`config.mk`:
```
export PLATFORM = sky130hd
export DESIGN_NAME = olc_queue
export DESIGN_NICKNAME = d
export VERILOG_FILES = /design/src/rtl/olc_pkg.sv /design/src/rtl/olc_queue.sv
export SDC_FILE = /design/constraint.sdc
export NUM_CORES = 1
export LEC_CHECK = 0
export ABC_AREA = 1
export BUFFER_PORTS_ARGS = -buffer_cell sky130_fd_sc_hd__buf_2
export CAP_MARGIN = 0
export CELL_PAD_IN_SITES_DETAIL_PLACEMENT = 2
export CELL_PAD_IN_SITES_GLOBAL_PLACEMENT = 2
export CORE_MARGIN = 5
export CORE_UTILIZATION = 39
export CTS_BUF_LIST = sky130_fd_sc_hd__clkbuf_4
export DETAILED_ROUTE_END_ITERATION = 8
export PLACE_DENSITY_LB_ADDON = 0.2
export SLEW_MARGIN = 30
export SYNTH_ARGS = -nofsm -noshare
export SYNTH_HDL_FRONTEND = slang
export SYNTH_SLANG_ARGS = --single-unit
```
`constraint.sdc`:
```
create_clock -name clk -period 2.4 [get_ports clk]
set_input_delay 0.12 -clock clk [delete_from_list [all_inputs] [get_ports clk]]
set_output_delay 0.12 -clock clk [all_outputs]
set_load 0.05 [all_outputs]
```
`src/rtl/olc_pkg.sv`:
```
`default_nettype none

package olc_pkg;

    // Table sizes and field widths
    localparam int GENES          = 4096;
    localparam int TAXA           = 64;
    localparam int KEY_BITS       = 32;
    localparam int GENE_BITS      = 12;
    localparam int TAXON_BITS     = 6;
    localparam int GENE_IDX_BITS  = $clog2(GENES);
    localparam int TAXON_IDX_BITS = $clog2(TAXA);

    // Query epoch tags for the subject-seen store; tag zero means never seen
    localparam int EPOCH_BITS = 8;
    localparam logic [EPOCH_BITS-1:0] EPOCH_FIRST = EPOCH_BITS'(1);
    localparam logic [EPOCH_BITS-1:0] EPOCH_MAX   = {EPOCH_BITS{1'b1}};
    localparam logic [EPOCH_BITS-1:0] EPOCH_NONE  = '0;

    // Result queue between classifier and output stage
    localparam int QUEUE_DEPTH = 4;
    localparam int QPTR_BITS   = $clog2(QUEUE_DEPTH);
    localparam int QCOUNT_BITS = $clog2(QUEUE_DEPTH + 1);

    // "No link yet" key (largest float maps to all ones)
    localparam logic [KEY_BITS-1:0] KEY_ONES = {KEY_BITS{1'b1}};

    typedef enum logic [1:0] {
        CAT_TOP_INTRA   = 2'd0,
        CAT_BEST_INTER  = 2'd1,
        CAT_OTHER_INTER = 2'd2
    } cat_t;

    typedef struct packed {
        logic                  new_query;
        logic [GENE_BITS-1:0]  query_gene;
        logic [TAXON_BITS-1:0] query_taxon;
        logic [GENE_BITS-1:0]  subject_gene;
        logic [TAXON_BITS-1:0] subject_taxon;
        logic [KEY_BITS-1:0]   e_key;
        logic                  link_valid;
    } link_t;

    typedef struct packed {
        cat_t                 category;
        logic [GENE_BITS-1:0] low_gene;
        logic [GENE_BITS-1:0] high_gene;
        logic [KEY_BITS-1:0]  link_e_key;
    } pair_t;

    typedef struct packed {
        cat_t                 category;
        logic [GENE_BITS-1:0] query_gene;
        logic [GENE_BITS-1:0] subject_gene;
        logic [KEY_BITS-1:0]  e_key;
    } entry_t;

    typedef struct packed {
        logic   valid;
        entry_t entry;
    } push_t;

endpackage

`default_nettype wire

```
`src/rtl/olc_queue.sv`:
```
`default_nettype none

module olc_queue import olc_pkg::*;
(
    input  wire logic                   clk,
    input  wire logic                   rst_n,
    input  wire push_t                  push,
    input  wire logic                   pop,
    output entry_t                      head,
    output logic      [QCOUNT_BITS-1:0] count
);

    entry_t                 slot_reg [QUEUE_DEPTH];
    logic [QPTR_BITS-1:0]   wr_ptr_reg, wr_ptr_next;
    logic [QPTR_BITS-1:0]   rd_ptr_reg, rd_ptr_next;
    logic [QCOUNT_BITS-1:0] count_reg, count_next;

    function automatic logic [QPTR_BITS-1:0] ptr_inc(input logic [QPTR_BITS-1:0] p);
        ptr_inc = (p == QPTR_BITS'(QUEUE_DEPTH - 1)) ? '0 : p + QPTR_BITS'(1);
    endfunction

    assign head  = slot_reg[rd_ptr_reg];
    assign count = count_reg;

    always_comb
    begin
        wr_ptr_next = push.valid ? ptr_inc(wr_ptr_reg) : wr_ptr_reg;
        rd_ptr_next = pop ? ptr_inc(rd_ptr_reg) : rd_ptr_reg;
        count_next  = count_reg + QCOUNT_BITS'(push.valid) - QCOUNT_BITS'(pop);
    end

    always_ff @(posedge clk or negedge rst_n)
    begin
        if (!rst_n)
        begin
            wr_ptr_reg <= '0;
            rd_ptr_reg <= '0;
            count_reg  <= '0;
        end
        else
        begin
            wr_ptr_reg <= wr_ptr_next;
            rd_ptr_reg <= rd_ptr_next;
            count_reg  <= count_next;
        end
    end

    always_ff @(posedge clk)
    begin
        if (push.valid)
        begin
            slot_reg[wr_ptr_reg] <= push.entry;
        end
    end

    a_no_overflow: assert property (@(posedge clk) disable iff (!rst_n)
        push.valid |-> (count_reg < QCOUNT_BITS'(QUEUE_DEPTH)))
        else $error("result queue overflow");

    a_no_underflow: assert property (@(posedge clk) disable iff (!rst_n)
        pop |-> (count_reg != '0))
        else $error("result queue underflow");

endmodule

`default_nettype wire

```
==> reports/summary.txt <==
==================================================================================
Slew Limit Headroom                                                          0.631
Routed len/inst                                                       19.3 microns
Count of flip-flops with a built-in enable after synthesis                     232
Final setup slack of the worst path                                       0.132 ns
Final-report hold violation count                                                0
Share of the clock period used by the worst path                             0.945
Slowest cell on crit path                                             sky130_fd_sc_hd__dfrtp_4
Fmax                                                                       441 MHz
Mapped Avg Cell Area                                                    10.6 sq um
Setup crit end kind                                                    output port
Pin count of the biggest net entering global routing                            84
Number of I/O pins                                                             123
Post-synthesis xor/xnor area fraction                                            0
H-tree level count                                                               3
Maximum fanout count along the critical path                                    33
Cell Count, Final, Fillers Out                                               1,563
Number of clock sinks                                                          239
Overall fraction of global-route tracks in use                               0.208
Aggregate routed wire length                                          30,100 microns
Max FFs per register                                                           232
Combinational family with the most area after synthesis               simple AND/OR/NAND/NOR gates
Post-synth top area share                                                    0.686
Remaining antenna violation count                                                0
Arrival time worst endpoint                                                2.15 ns
CTS root buffer                                                       sky130_fd_sc_hd__clkbuf_4
Count of buffers from port buffering                                           122
Number of rows created at floorplan                                             59
Total via count in the routed design                                         7,492
Post-Place Worst Slack                                                    0.629 ns
Y dimension of the die                                                 171 microns
Vias in the first global route                                               8,866
Class of the tightest hold or removal check                                 in2reg
TritonCTS clock tree                                                          done
Share of final-layout standard cells stronger than drive strength 1          0.200
CP startpoint kind                                                       flip-flop
Global route overflow                                                            0
Number of nets produced by synthesis                                         1,028
P per Cell Area                                                       1280 nW/um^2
RePlAce Congestion                                                           0.691
Detailed-routing iteration count for the pre-antenna-repair pass                 4
Leak                                                                       5.94 nW
Cells traversed along the worst timing path                           inv_6, buf_12, nand2_1, nand3_1, nand2_1, buf_2
Total DRC errors in the routed layout                                            0
Share of synthesized area spent on multiplexers                                  0
Cell area after synthesis                                             10,200 sq um
Area share of fa/ha/maj cells after synthesis                               0.0106
Most frequent cell on the critical path                               sky130_fd_sc_hd__nand2_1
Final Core Density                                                           0.487
Number of synthesized register bits                                            239
Yosys top cell by area                                                sky130_fd_sc_hd__edfxtp_1
Crit path kind                                                             reg2out
Setup violation total in the final timing report                                 0
Top cell types by occurrence after synthesis                          sky130_fd_sc_hd__nand2_1 (303), sky130_fd_sc_hd__inv_1 (245), sky130_fd_sc_hd__edfxtp_1 (232)
Post-synthesis instance total                                                  958
Minimum clock period after layout                                          2.27 ns
Count of synthesis-stage warnings from yosys                                     0
Run status                                                            finished, final reports clean
Number of instances in the placed design                                     1,395
Number of violations of the max-capacitance limit                                0
Number of buffers added by the clock tree synthesis step                        68
Largest cells by area after synthesis                                 sky130_fd_sc_hd__edfxtp_1 (69%), sky130_fd_sc_hd__nand2_1 (11%), sky130_fd_sc_hd__inv_1 (9.1%)
Max stage delay on crit path                                               0.52 ns
Worst skew pair latency                                                    0.66 ns
Hpwl dp                                                               17,300 microns
Post-synthesis simple-gate area fraction                                     0.170
Leading cell type by number of instances after synthesis              sky130_fd_sc_hd__nand2_1
Fraction of registers with async set/reset                                  0.0293
Peak supply drop                                                            774 uV
Horizontal die dimension                                               171 microns
Post-CTS Setup Bufs                                                              0
Unique masters post-synth                                                       17
Number of buffers on the longest clock path                                      3
CTS clock-pin slew for the worst setup and hold paths                      0.07 ns
Pins Over Slew Limit                                                             0
Share of the yosys chip area belonging to registers                          0.703
Max Clock Skew                                                           0.0325 ns
Required time at the worst-slack endpoint                                  2.28 ns
Total core area                                                       25,800 sq um
Total Power                                                                16.1 mW
Slew @ Worst Pin                                                          0.553 ns
Die area                                                              29,400 sq um
Drt initial violations                                                         276
Most used flip-flop cell after synthesis                              sky130_fd_sc_hd__edfxtp_1
Initial antenna violation count                                                  2
Starting Density                                                             0.393
Compound-gate portion of the synthesized area                              0.00197
Layout overhead on the synthesized area                                      23.9%
First-pass GRT wire length                                            47,100 microns
Vias per Instance                                                             4.79
NumNets Final                                                                1,262
==================================================================================
cells by family after synthesis:
logic type,after synthesis
AO/OA/AOI/OAI,4
flip-flops,239
buffers and inverters,285
adder cells (fa/ha/maj),8
AND/OR/NAND/NOR,422
final cells by class:
class	count	area [sq um]
Multi-Input combinational cell	434	1860
Timing Repair Buffer	202	1460
Sequential cell	239	7150
Antenna cell	1	2.50
Tap cell	335	419
Fill cell	2745	13300
Clock inverter	8	30.0
Inverter	247	940
Clock buffer	97	728
critical path: cells and delay by family, from the launching register on:
family	cells	cell delay [ns]
and+or+nand+nor	3	0.30
DFF	1	0.52
buffers and inverters	3	0.68
stage by stage:
| stage | setup TNS [ns] | hold WS [ns] | cell area (sq um) |
|---|---|---|---|
| 6_report | 0 | 0.212 | 12600 |
| 5_1_grt | -0.00577 | 0.186 | 12600 |
| 4_1_cts | 0 | 0.152 | 12600 |
| 3_5_place_dp | 0 | -0.0190 | 11200 |
| 3_3_place_gp | 0 | -0.0196 | 11200 |
| 2_1_floorplan | 0 | -0.176 | 10200 |
report_power, final:
part	total, mW	leakage [nW]	switching (mW)	internal, mW
clock network	3.54	0.461	1.72	1.82
logic	6.96	3.26	5.39	1.57
registers	5.59	2.21	0.229	5.36
total	16.1	5.94	7.34	8.76
path summary, 6_finish.rpt:
kind                               start         endpoint  slack (ns)  cells past startpoint
hold reg to reg                 count[2]         count[2]        0.64                      3
max in group asynchronous          rst_n    rd_ptr_reg[0]        1.55                      3
hold / removal                   push[8]   slot_reg[0][8]        0.21                      2
min in group asynchronous          rst_n    wr_ptr_reg[1]        0.48                      3
setup / recovery           rd_ptr_reg[0]         head[54]        0.13                      6
setup reg to reg           wr_ptr_reg[1]  slot_reg[0][32]        0.67                      5
per-layer routing:
metal | global-route usage | vias to the layer above | part of all wire
li1 | - | 3472 | -
met1 | 0.240 | 3780 | 0.40
met2 | 0.384 | 173 | 0.53
met3 | 0.0391 | 65 | 0.043
met4 | 0.0796 | 2 | 0.027
met5 | 0 | - | 0.00046
what timing repair did:
action / 4_1_cts / 5_1_grt
pin swaps: 0 / 0
setup endpoints to repair: 17 / 14
hold buffers: 62 / 0
hold endpoints to repair: 244 / 0
resized for setup: 2 / 2
cloned: 0 / 0
placed cells by master, fill, tap and decap left out:
master                            n
sky130_fd_sc_hd__buf_2          122
sky130_fd_sc_hd__nand3_1        117
sky130_fd_sc_hd__clkinv_2         4
sky130_fd_sc_hd__o21ai_0          3
sky130_fd_sc_hd__diode_2          1
sky130_fd_sc_hd__buf_12           7
sky130_fd_sc_hd__dlygate4sd3_1   62
sky130_fd_sc_hd__buf_4           10
sky130_fd_sc_hd__inv_1          241
sky130_fd_sc_hd__dfrtp_1          5
sky130_fd_sc_hd__nand2_1        303
sky130_fd_sc_hd__dfrtp_4          1
sky130_fd_sc_hd__clkbuf_8         1
sky130_fd_sc_hd__nor2_1           2
sky130_fd_sc_hd__inv_2            1
sky130_fd_sc_hd__edfxtp_1       232
sky130_fd_sc_hd__inv_6            1
sky130_fd_sc_hd__clkbuf_4        97
sky130_fd_sc_hd__clkinv_1         7
sky130_fd_sc_hd__o21ai_1          1
sky130_fd_sc_hd__fa_1             1
sky130_fd_sc_hd__dfrtp_2          1
sky130_fd_sc_hd__inv_4            1
sky130_fd_sc_hd__ha_1             7
Power figures use the tool's default switching activity.
